$ cat config.mk
export PLATFORM = sky130hd
export DESIGN_NAME = sha1_stream_hasher_core
export DESIGN_NICKNAME = d
export VERILOG_FILES = /design/src/rtl/sha1_pkg.sv /design/src/rtl/sha1_ram.sv /design/src/rtl/sha1_stream_hasher_core.sv
export SDC_FILE = /design/constraint.sdc
export NUM_CORES = 2
export LEC_CHECK = 0
export ABC_CLOCK_PERIOD_IN_PS = 40400
export BUFFER_PORTS_ARGS = -buffer_cell sky130_fd_sc_hd__buf_4
export CORE_ASPECT_RATIO = 1.25
export CORE_MARGIN = 1.5
export CORE_UTILIZATION = 61
export DETAILED_ROUTE_END_ITERATION = 8
export PLACE_DENSITY = 0.77
export SLEW_MARGIN = 20
export SYNTH_ARGS = -nofsm -noshare
export SYNTH_HDL_FRONTEND = slang
export SYNTH_SLANG_ARGS = --single-unit
$ cat constraint.sdc
create_clock -name clk -period 40.4 [get_ports clk]
set_clock_uncertainty 0.1 [all_clocks]
set_input_delay 6.06 -clock clk [delete_from_list [all_inputs] [get_ports clk]]
set_output_delay 6.06 -clock clk [all_outputs]
set_load 0.01 [all_outputs]
$ cat src/rtl/sha1_pkg.sv
`timescale 1ns / 1ps
// ----------------------------------------------------------------------------
// sha1_pkg
// Shared types, constants and round functions of the SHA-1 stream hasher.
// ----------------------------------------------------------------------------
package sha1_pkg;

    localparam int BLK_WORDS = 16;
    localparam int BLK_AW = $clog2(BLK_WORDS);
    localparam int HASH_WORDS = 5;
    localparam int ROUNDS = 80;

    localparam logic [31:0] IV0 = 32'h67452301;
    localparam logic [31:0] IV1 = 32'hEFCDAB89;
    localparam logic [31:0] IV2 = 32'h98BADCFE;
    localparam logic [31:0] IV3 = 32'h10325476;
    localparam logic [31:0] IV4 = 32'hC3D2E1F0;

    localparam logic [31:0] K0 = 32'h5A827999;
    localparam logic [31:0] K1 = 32'h6ED9EBA1;
    localparam logic [31:0] K2 = 32'h8F1BBCDC;
    localparam logic [31:0] K3 = 32'hCA62C1D6;

    localparam logic [7:0] PAD_BYTE = 8'h80;

    typedef enum logic [2:0] {
        ST_IDLE,
        ST_PREP,
        ST_ROUND,
        ST_FINAL,
        ST_PAD
    } sha1_state_t;

    function automatic logic [31:0] iv_word(input logic [2:0] idx);
        logic [31:0] v;
        case (idx)
            3'd0:    v = IV0;
            3'd1:    v = IV1;
            3'd2:    v = IV2;
            3'd3:    v = IV3;
            default: v = IV4;
        endcase
        return v;
    endfunction

    function automatic logic [31:0] round_k(input logic [6:0] t);
        logic [31:0] k;
        if (t < 7'd20)
            k = K0;
        else if (t < 7'd40)
            k = K1;
        else if (t < 7'd60)
            k = K2;
        else
            k = K3;
        return k;
    endfunction

    function automatic logic [31:0] round_f(input logic [6:0] t, input logic [31:0] b,
                                            input logic [31:0] c, input logic [31:0] d);
        logic [31:0] f;
        if (t < 7'd20)
            f = (b & c) | (~b & d);
        else if (t < 7'd40)
            f = b ^ c ^ d;
        else if (t < 7'd60)
            f = (b & c) | (b & d) | (c & d);
        else
            f = b ^ c ^ d;
        return f;
    endfunction

endpackage

$ cat src/rtl/sha1_ram.sv
`timescale 1ns / 1ps
// ----------------------------------------------------------------------------
// sha1_ram
// Generic single-write, single-read synchronous RAM with registered read.
// ----------------------------------------------------------------------------
module sha1_ram #(
    parameter int WIDTH = 32,
    parameter int DEPTH = sha1_pkg::BLK_WORDS
) (
    input  logic                     clk,
    input  logic                     we,
    input  logic [$clog2(DEPTH)-1:0] waddr,
    input  logic [WIDTH-1:0]         wdata,
    input  logic [$clog2(DEPTH)-1:0] raddr,
    output logic [WIDTH-1:0]         rdata
);

    logic [WIDTH-1:0] mem [DEPTH];

    always_ff @(posedge clk)
    begin
        if (we)
        begin
            mem[waddr] <= wdata;
        end
        rdata <= mem[raddr];
    end

endmodule

$ cat src/rtl/sha1_stream_hasher_core.sv
`timescale 1ns / 1ps
// ----------------------------------------------------------------------------
// sha1_stream_hasher_core
// SHA-1 over a message streamed as big-endian 32-bit words of 0 to 4 bytes.
// ----------------------------------------------------------------------------
// A word is taken while no block is being padded or compressed. Every
// 64th byte starts a compression (load, 80 rounds at one round a cycle,
// chain update) before the next word is taken.
// The last word triggers padding, written one word a cycle into the block RAM,
// and one or two further compressions; the digest then leaves through a
// five-word output buffer, h0 first, and the next message may start while
// it drains. Block words live in a 16-entry RAM that the rounds read in
// order; the schedule words beyond round 15 come from a 16-word window.
module sha1_stream_hasher_core (
    input  logic        clk,
    input  logic        rst_n,
    input  logic        s_axis_tvalid,
    output logic        s_axis_tready,
    input  logic [39:0] s_axis_tdata,   // [31:0] data_word, [34:32] byte_count
    input  logic        s_axis_tlast,   // last_word
    output logic        m_axis_tvalid,
    input  logic        m_axis_tready,
    output logic [31:0] m_axis_tdata,   // [31:0] digest_word
    output logic        m_axis_tlast    // digest_last
);

    localparam int AW = sha1_pkg::BLK_AW;
    localparam int HW = sha1_pkg::HASH_WORDS;

    sha1_pkg::sha1_state_t state_reg, state_next;

    logic [5:0]  fill_reg, fill_next;
    logic [31:0] pend_reg, pend_next;
    logic [60:0] msg_reg, msg_next;
    logic [6:0]  rnd_reg, rnd_next;
    logic [AW-1:0] pad_idx_reg, pad_idx_next;
    logic        pad_first_reg, pad_first_next;
    logic        pad_started_reg, pad_started_next;
    logic        pad_pending_reg, pad_pending_next;
    logic        len_blk_reg, len_blk_next;
    logic        final_reg, final_next;
    logic        out_valid_reg, out_valid_next;
    logic [2:0]  out_idx_reg, out_idx_next;

    logic [31:0] chain_reg [HW];
    logic [31:0] chain_next [HW];
    logic [31:0] work_reg [HW];
    logic [31:0] work_next [HW];
    logic [31:0] win_reg [sha1_pkg::BLK_WORDS];
    logic [31:0] win_next [sha1_pkg::BLK_WORDS];
    logic [31:0] obuf_reg [HW];
    logic [31:0] obuf_next [HW];

    logic          ram_we;
    logic [AW-1:0] ram_waddr;
    logic [31:0]   ram_wdata;
    logic [AW-1:0] ram_raddr;
    logic [31:0]   ram_rdata;

    logic        in_fire;
    logic        out_fire;
    logic [2:0]  cnt_raw;
    logic [2:0]  cnt_c;
    logic [31:0] dmask;
    logic [1:0]  off;
    logic [63:0] acc;
    logic [2:0]  total;
    logic        word_done;
    logic [6:0]  fill_sum;
    logic        blk_full;
    logic [AW-1:0] idx_now;
    logic        len_now;
    logic [63:0] bit_len;
    logic [31:0] pad_word;
    logic [31:0] w_t;
    logic [31:0] a_new;
    logic        out_busy_stall;

    sha1_ram #(
        .WIDTH(32),
        .DEPTH(sha1_pkg::BLK_WORDS)
    ) u_blk_ram (
        .clk   (clk),
        .we    (ram_we),
        .waddr (ram_waddr),
        .wdata (ram_wdata),
        .raddr (ram_raddr),
        .rdata (ram_rdata)
    );

    assign s_axis_tready = (state_reg == sha1_pkg::ST_IDLE);
    assign in_fire       = s_axis_tvalid && s_axis_tready;
    assign m_axis_tvalid = out_valid_reg;
    assign m_axis_tdata  = obuf_reg[out_idx_reg];
    assign m_axis_tlast  = (out_idx_reg == 3'(HW - 1));
    assign out_fire      = m_axis_tvalid && m_axis_tready;

    // byte packing of the incoming word
    assign cnt_raw   = s_axis_tdata[34:32];
    assign cnt_c     = (cnt_raw > 3'd4) ? 3'd4 : cnt_raw;
    assign dmask     = s_axis_tdata[31:0] & ~(32'hFFFF_FFFF >> {cnt_c, 3'b000});
    assign off       = fill_reg[1:0];
    assign acc       = {pend_reg, 32'h0} | ({dmask, 32'h0} >> {off, 3'b000});
    assign total     = {1'b0, off} + cnt_c;
    assign word_done = total[2];
    assign fill_sum  = {1'b0, fill_reg} + {4'b0000, cnt_c};
    assign blk_full  = fill_sum[6];

    // padding
    assign idx_now  = pad_first_reg ? fill_reg[5:2] : pad_idx_reg;
    assign len_now  = pad_first_reg ? (fill_reg[5:2] <= AW'(13)) : len_blk_reg;
    assign bit_len  = {msg_reg, 3'b000};
    assign pad_word = pend_reg | ({sha1_pkg::PAD_BYTE, 24'h0} >> {off, 3'b000});

    // round datapath
    assign w_t = (rnd_reg < 7'(sha1_pkg::BLK_WORDS)) ? ram_rdata
               : {win_reg[13] ^ win_reg[8] ^ win_reg[2] ^ win_reg[0]} << 1
               | {31'h0, win_reg[13][31] ^ win_reg[8][31] ^ win_reg[2][31] ^ win_reg[0][31]};
    assign a_new = {work_reg[0][26:0], work_reg[0][31:27]}
                 + sha1_pkg::round_f(rnd_reg, work_reg[1], work_reg[2], work_reg[3])
                 + work_reg[4] + sha1_pkg::round_k(rnd_reg) + w_t;

    assign out_busy_stall = final_reg && out_valid_reg;

    always_comb
    begin
        state_next = state_reg;
        unique case (state_reg)
            sha1_pkg::ST_IDLE:
            begin
                if (in_fire)
                begin
                    if (blk_full)
                        state_next = sha1_pkg::ST_PREP;
                    else if (s_axis_tlast)
                        state_next = sha1_pkg::ST_PAD;
                end
            end
            sha1_pkg::ST_PREP:
                state_next = sha1_pkg::ST_ROUND;
            sha1_pkg::ST_ROUND:
            begin
                if (rnd_reg == 7'(sha1_pkg::ROUNDS - 1))
                    state_next = sha1_pkg::ST_FINAL;
            end
            sha1_pkg::ST_FINAL:
            begin
                if (final_reg)
                begin
                    if (!out_valid_reg)
                        state_next = sha1_pkg::ST_IDLE;
                end
                else if (pad_pending_reg)
                    state_next = sha1_pkg::ST_PAD;
                else
                    state_next = sha1_pkg::ST_IDLE;
            end
            sha1_pkg::ST_PAD:
            begin
                if (idx_now == AW'(sha1_pkg::BLK_WORDS - 1))
                    state_next = sha1_pkg::ST_PREP;
            end
            default:
                state_next = sha1_pkg::ST_IDLE;
        endcase
    end

    always_comb
    begin
        fill_next        = fill_reg;
        pend_next        = pend_reg;
        msg_next         = msg_reg;
        rnd_next         = rnd_reg;
        pad_idx_next     = pad_idx_reg;
        pad_first_next   = pad_first_reg;
        pad_started_next = pad_started_reg;
        pad_pending_next = pad_pending_reg;
        len_blk_next     = len_blk_reg;
        final_next       = final_reg;
        out_valid_next   = out_valid_reg;
        out_idx_next     = out_idx_reg;
        chain_next       = chain_reg;
        work_next        = work_reg;
        win_next         = win_reg;
        obuf_next        = obuf_reg;
        ram_we           = 1'b0;
        ram_waddr        = fill_reg[5:2];
        ram_wdata        = acc[63:32];
        ram_raddr        = '0;

        if (out_fire)
        begin
            if (m_axis_tlast)
            begin
                out_valid_next = 1'b0;
                out_idx_next   = '0;
            end
            else
            begin
                out_idx_next = out_idx_reg + 3'd1;
            end
        end

        unique case (state_reg)
            sha1_pkg::ST_IDLE:
            begin
                if (in_fire)
                begin
                    ram_we           = word_done;
                    pend_next        = word_done ? acc[31:0] : acc[63:32];
                    fill_next        = fill_sum[5:0];
                    msg_next         = msg_reg + {58'h0, cnt_c};
                    pad_pending_next = s_axis_tlast;
                    pad_started_next = 1'b0;
                    pad_first_next   = 1'b1;
                    final_next       = 1'b0;
                end
            end
            sha1_pkg::ST_PREP:
            begin
                work_next = chain_reg;
                rnd_next  = '0;
                ram_raddr = '0;
            end
            sha1_pkg::ST_ROUND:
            begin
                ram_raddr = rnd_reg[AW-1:0] + AW'(1);
                work_next[0] = a_new;
                work_next[1] = work_reg[0];
                work_next[2] = {work_reg[1][1:0], work_reg[1][31:2]};
                work_next[3] = work_reg[2];
                work_next[4] = work_reg[3];
                for (int i = 0; i < sha1_pkg::BLK_WORDS - 1; i++)
                begin
                    win_next[i] = win_reg[i + 1];
                end
                win_next[sha1_pkg::BLK_WORDS - 1] = w_t;
                rnd_next = rnd_reg + 7'd1;
            end
            sha1_pkg::ST_FINAL:
            begin
                rnd_next = '0;
                if (!out_busy_stall)
                begin
                    for (int i = 0; i < HW; i++)
                    begin
                        chain_next[i] = chain_reg[i] + work_reg[i];
                    end
                    if (final_reg)
                    begin
                        for (int i = 0; i < HW; i++)
                        begin
                            obuf_next[i]  = chain_reg[i] + work_reg[i];
                            chain_next[i] = sha1_pkg::iv_word(3'(i));
                        end
                        out_valid_next   = 1'b1;
                        out_idx_next     = '0;
                        fill_next        = '0;
                        pend_next        = '0;
                        msg_next         = '0;
                        pad_pending_next = 1'b0;
                        pad_started_next = 1'b0;
                        final_next       = 1'b0;
                    end
                    else if (pad_started_reg)
                    begin
                        pad_first_next = 1'b0;
                        pad_idx_next   = '0;
                        len_blk_next   = 1'b1;
                    end
                    else
                    begin
                        pad_first_next = 1'b1;
                    end
                end
            end
            sha1_pkg::ST_PAD:
            begin
                ram_we           = 1'b1;
                ram_waddr        = idx_now;
                pad_started_next = 1'b1;
                pad_first_next   = 1'b0;
                len_blk_next     = len_now;
                if (pad_first_reg)
                    ram_wdata = pad_word;
                else if (len_now && idx_now == AW'(14))
                    ram_wdata = bit_len[63:32];
                else if (len_now && idx_now == AW'(15))
                    ram_wdata = bit_len[31:0];
                else
                    ram_wdata = '0;
                if (idx_now == AW'(sha1_pkg::BLK_WORDS - 1))
                    final_next = len_now;
                else
                    pad_idx_next = idx_now + AW'(1);
            end
            default:
            begin
                ram_we = 1'b0;
            end
        endcase
    end

    always_ff @(posedge clk or negedge rst_n)
    begin
        if (!rst_n)
        begin
            state_reg       <= sha1_pkg::ST_IDLE;
            fill_reg        <= '0;
            pend_reg        <= '0;
            msg_reg         <= '0;
            rnd_reg         <= '0;
            pad_idx_reg     <= '0;
            pad_first_reg   <= 1'b1;
            pad_started_reg <= 1'b0;
            pad_pending_reg <= 1'b0;
            len_blk_reg     <= 1'b0;
            final_reg       <= 1'b0;
            out_valid_reg   <= 1'b0;
            out_idx_reg     <= '0;
            for (int i = 0; i < HW; i++)
            begin
                chain_reg[i] <= sha1_pkg::iv_word(3'(i));
            end
        end
        else
        begin
            state_reg       <= state_next;
            fill_reg        <= fill_next;
            pend_reg        <= pend_next;
            msg_reg         <= msg_next;
            rnd_reg         <= rnd_next;
            pad_idx_reg     <= pad_idx_next;
            pad_first_reg   <= pad_first_next;
            pad_started_reg <= pad_started_next;
            pad_pending_reg <= pad_pending_next;
            len_blk_reg     <= len_blk_next;
            final_reg       <= final_next;
            out_valid_reg   <= out_valid_next;
            out_idx_reg     <= out_idx_next;
            chain_reg       <= chain_next;
        end
    end

    always_ff @(posedge clk)
    begin
        work_reg <= work_next;
        win_reg  <= win_next;
        obuf_reg <= obuf_next;
    end

endmodule

==> run_results.csv <==
group,metric,value,unit
timing,setup-tns-final,0,ns
critical_path,worstPathArrival,3.80,ns
yosys,syn_nets,6512,
critical_path,criticalPathCategory,"reg2out",
route,antenna_left,0,
clock_tree,clock_latency,0.81,ns
global_routing,grt_pass1_vias,50020,
yosys,ys_warn_count,0,
critical_path,critPathTopFamily,"buffers and inverters",
yosys,ys.flop_type,"edfxtp_1",
clock_tree,cts_hold_buf,0,
floorplan,die_w,320.8,µm
yosys,synth_top_area_frac,0.5242,
yosys,synth_edf_count,1344,
yosys,synth_area_leaders,"edfxtp_1 52%, dfrtp_1 6.5%, nand2_1 4.3%, ha_1 3.3%, fa_1 3.3%",
place,place.gp.congestion,0.9482,
global_routing,grt_max_degree,213,
global_routing,antenna_found_initial,4,
min_path,whs_endpoint,"win_reg[204]$_DFFE_PP_",
yosys,synthArstFlopShare,0.1701,
route,via_per_inst,6.375,
cells_and_area,layout.nets,6541,
critical_path,cp_common_cell,"buf_4",
cells_and_area,regArea,48160,µm²
min_path,min_path_cells,0,
clock_tree,tritoncts,"done",
yosys,synth.most_common_cell,"edfxtp_1",
floorplan,die_h,400.2,µm
critical_path,timing.rr.end,"work_reg[154]$_DFFE_PP_",
clock_tree,cts_max_level,4,
run_status,status,"finished clean",
route,drt_iter0_drc,5029,
critical_path,path_max_fanout,40,
floorplan,rows,145,
yosys,yosysTopAreaCell,"edfxtp_1",
clock_tree,cts_buffers,159,
timing,setup_viol,0,
timing,timing.fmax,0.1004,GHz
route,num_vias,50490,
clock_tree,clockBufferDepth,3,
place,dpl.hpwl,124.6,mm
route,drt_first_pass_iters,6,
clock_tree,cts.clk_slew.worst_paths,0.06,ns
timing,relSlewSlack,0.2257,
yosys,netlist_instances,6136,
cells_and_area,fillCellCount,8750,
cells_and_area,multi_input_area,26960,µm²
critical_path,worstPathCellList,"buf_4 -> mux2i_1 -> nor2_1 -> a21oi_1 -> o22ai_1 -> buf_4",
flow_run,drv_cap,0,
floorplan,core_area,125200,µm²
floorplan,initial_core_util,0.6150,
route,wirelength,197.6,mm
timing,worst_slew_pin_slew,1.161,ns
yosys,ys_types,90,
critical_path,crit_path_max_incr_delay,0.87,ns
critical_path,r2r_cells,25,
yosys,synthTopCellsByCount,"1,344 x edfxtp_1, 873 x nand2_1, 350 x a21oi_1",
clock_tree,clockRootBuffer,"clkbuf_16",
timing,fin_crit_sh,0.2466,
floorplan,ioPinCount,80,
route,drc,0,
min_path,hp-class,"reg2reg",
critical_path,slowest_stage,"dfrtp_4",
yosys,yosys_register_bits,1658,
cells_and_area,syn2layout_area_growth,10.24,%
yosys,netlist_area,76990,µm²
timing,rsz0062_at_grt,"false",
clock_tree,postCtsSetupRepairBufs,0,
yosys,avgSynthCellArea,12.55,µm²
global_routing,grt_util_all_layers,0.3104,
critical_path,r2r-start,"rnd_reg[4]$_DFFE_PN0P_",
clock_tree,cts_resized,0,
route,post_drt_wl_per_cell,24.95,µm
critical_path,startpoint_type,"flop",
clock_tree,cts_sinks,1658,
timing,slew_violations,0,
min_path,hold_path_startpoint,"win_reg[172]$_DFFE_PP_",
cells_and_area,drive_gt1_frac,0.09364,
critical_path,crit_required,34.24,ns
yosys,seq_area_frac_synth,0.6255,
global_routing,grt_first_pass_wirelength,298.7,mm
critical_path,crit_buf_inv,2,
global_routing,overflow,0,
timing,period_needed,9.962,ns
critical_path,rrSetupSlack,32.74,ns
critical_path,worstSetupEndpointType,"output pin",
timing,hold_violations,0,
floorplan,dieArea,128400,µm²
place,numPortBuffers,74,
-- per-stage QoR --
stage / std cells / setup slack [ns] / util / instance area, µm² / hold WS [ns]
4_1_cts: 7916 / 30.46 / 0.6773 / 84780 / 0.3059
6_report: 7919 / 30.44 / 0.6780 / 84870 / 0.3063
2_1_floorplan: 6136 / 24.19 / - / 76990 / 0.3003
3_5_place_dp: 7619 / 30.11 / 0.6346 / 79440 / 0.3045
3_3_place_gp: 7619 / 30.19 / 0.6346 / 79440 / 0.3005
5_1_grt: 7919 / 30.39 / 0.6780 / 84870 / 0.3172
-- per-layer routing --
metal | vias up | track usage | part of all wire
li1 | 22620 | - | -
met4 | 0 | 0.1846 | 0.062
met5 | - | 0 | 0
met1 | 25020 | 0.3900 | 0.38
met2 | 2308 | 0.5095 | 0.49
met3 | 541 | 0.05302 | 0.076
-- layout by cell type (no fill, tap or decap), types with 66 or more instances in the layout --
master	n
inv_1	279
fa_1	127
a22o_1	91
ha_1	203
clkbuf_16	163
nor2_1	296
buf_4	158
a21o_1	66
xnor2_1	234
o21ai_0	230
edfxtp_1	1344
mux2i_1	181
dfrtp_1	199
a21oi_1	331
dfstp_2	81
nor2b_1	95
xor2_1	85
nand2_1	870
a311oi_1	100
nand3_1	123
a211oi_1	101
-- worst max path at each step --
stage,from,to,slack (ns),depth (start not counted)
final,out_idx_reg[0]$_DFF_PN0_,m_axis_tdata[13],30.44,6
after CTS,out_idx_reg[0]$_DFF_PN0_,m_axis_tdata[15],30.46,6
after floorplan,state_reg[2]$_DFFE_PN0P_,win_reg[0]$_DFFE_PP_,24.19,5
after global placement,s_axis_tdata[34],u_blk_ram.mem[11][28]$_DFFE_PP_,30.19,11
after global routing,out_idx_reg[0]$_DFF_PN0_,m_axis_tdata[16],30.39,6
after detailed placement,s_axis_tdata[34],u_blk_ram.mem[11][28]$_DFFE_PP_,30.11,11
-- worst reg2reg max path: stages (launching register included) --
cell      delay, ns
dfrtp_1        0.47
o21ai_0        0.12
and2_0         0.18
buf_4          0.23
inv_1          0.12
buf_4          0.40
nand2_1        0.23
buf_4          0.27
nand2_1        0.09
buf_4          0.36
inv_1          0.21
buf_4          0.25
o221ai_1       0.34
fa_1           0.48
fa_1           0.51
inv_1          0.04
ha_1           0.34
a21oi_1        0.15
o21ai_0        0.16
a21oi_1        0.46
o21a_1         0.21
nand3_1        0.27
o31ai_1        0.76
o21ai_0        0.27
xnor2_1        0.26
o21ai_0        0.12
-- area by class of cell --
cell class / count / share of cell area
sequential: 1658 / 0.5675
multi-input combinational: 3900 / 0.3177
clock buffer: 205 / 0.05133
tap: 1617 / 0.02384
timing repair buffer: 165 / 0.01555
inverter: 281 / 0.01252
clock inverter: 92 / 0.01153
antenna: 1 / 0.00002949
-- cells by family after synthesis --
logic type                 count (synthesis)  share of synthesized area
buffers and inverters                    578                    0.02844
adders and majority gates                331                    0.06618
muxes                                    201                    0.02646
and+or+nand+nor                         1655                    0.09470
xor gates and xnor gates                 319                    0.03629
DFF                                     1658                     0.6255
AOI/OAI and AO/OA                       1394                     0.1224
Power is not shown: default switching activity piles up to over one toggle a cycle in this logic, so the estimate is an artifact.
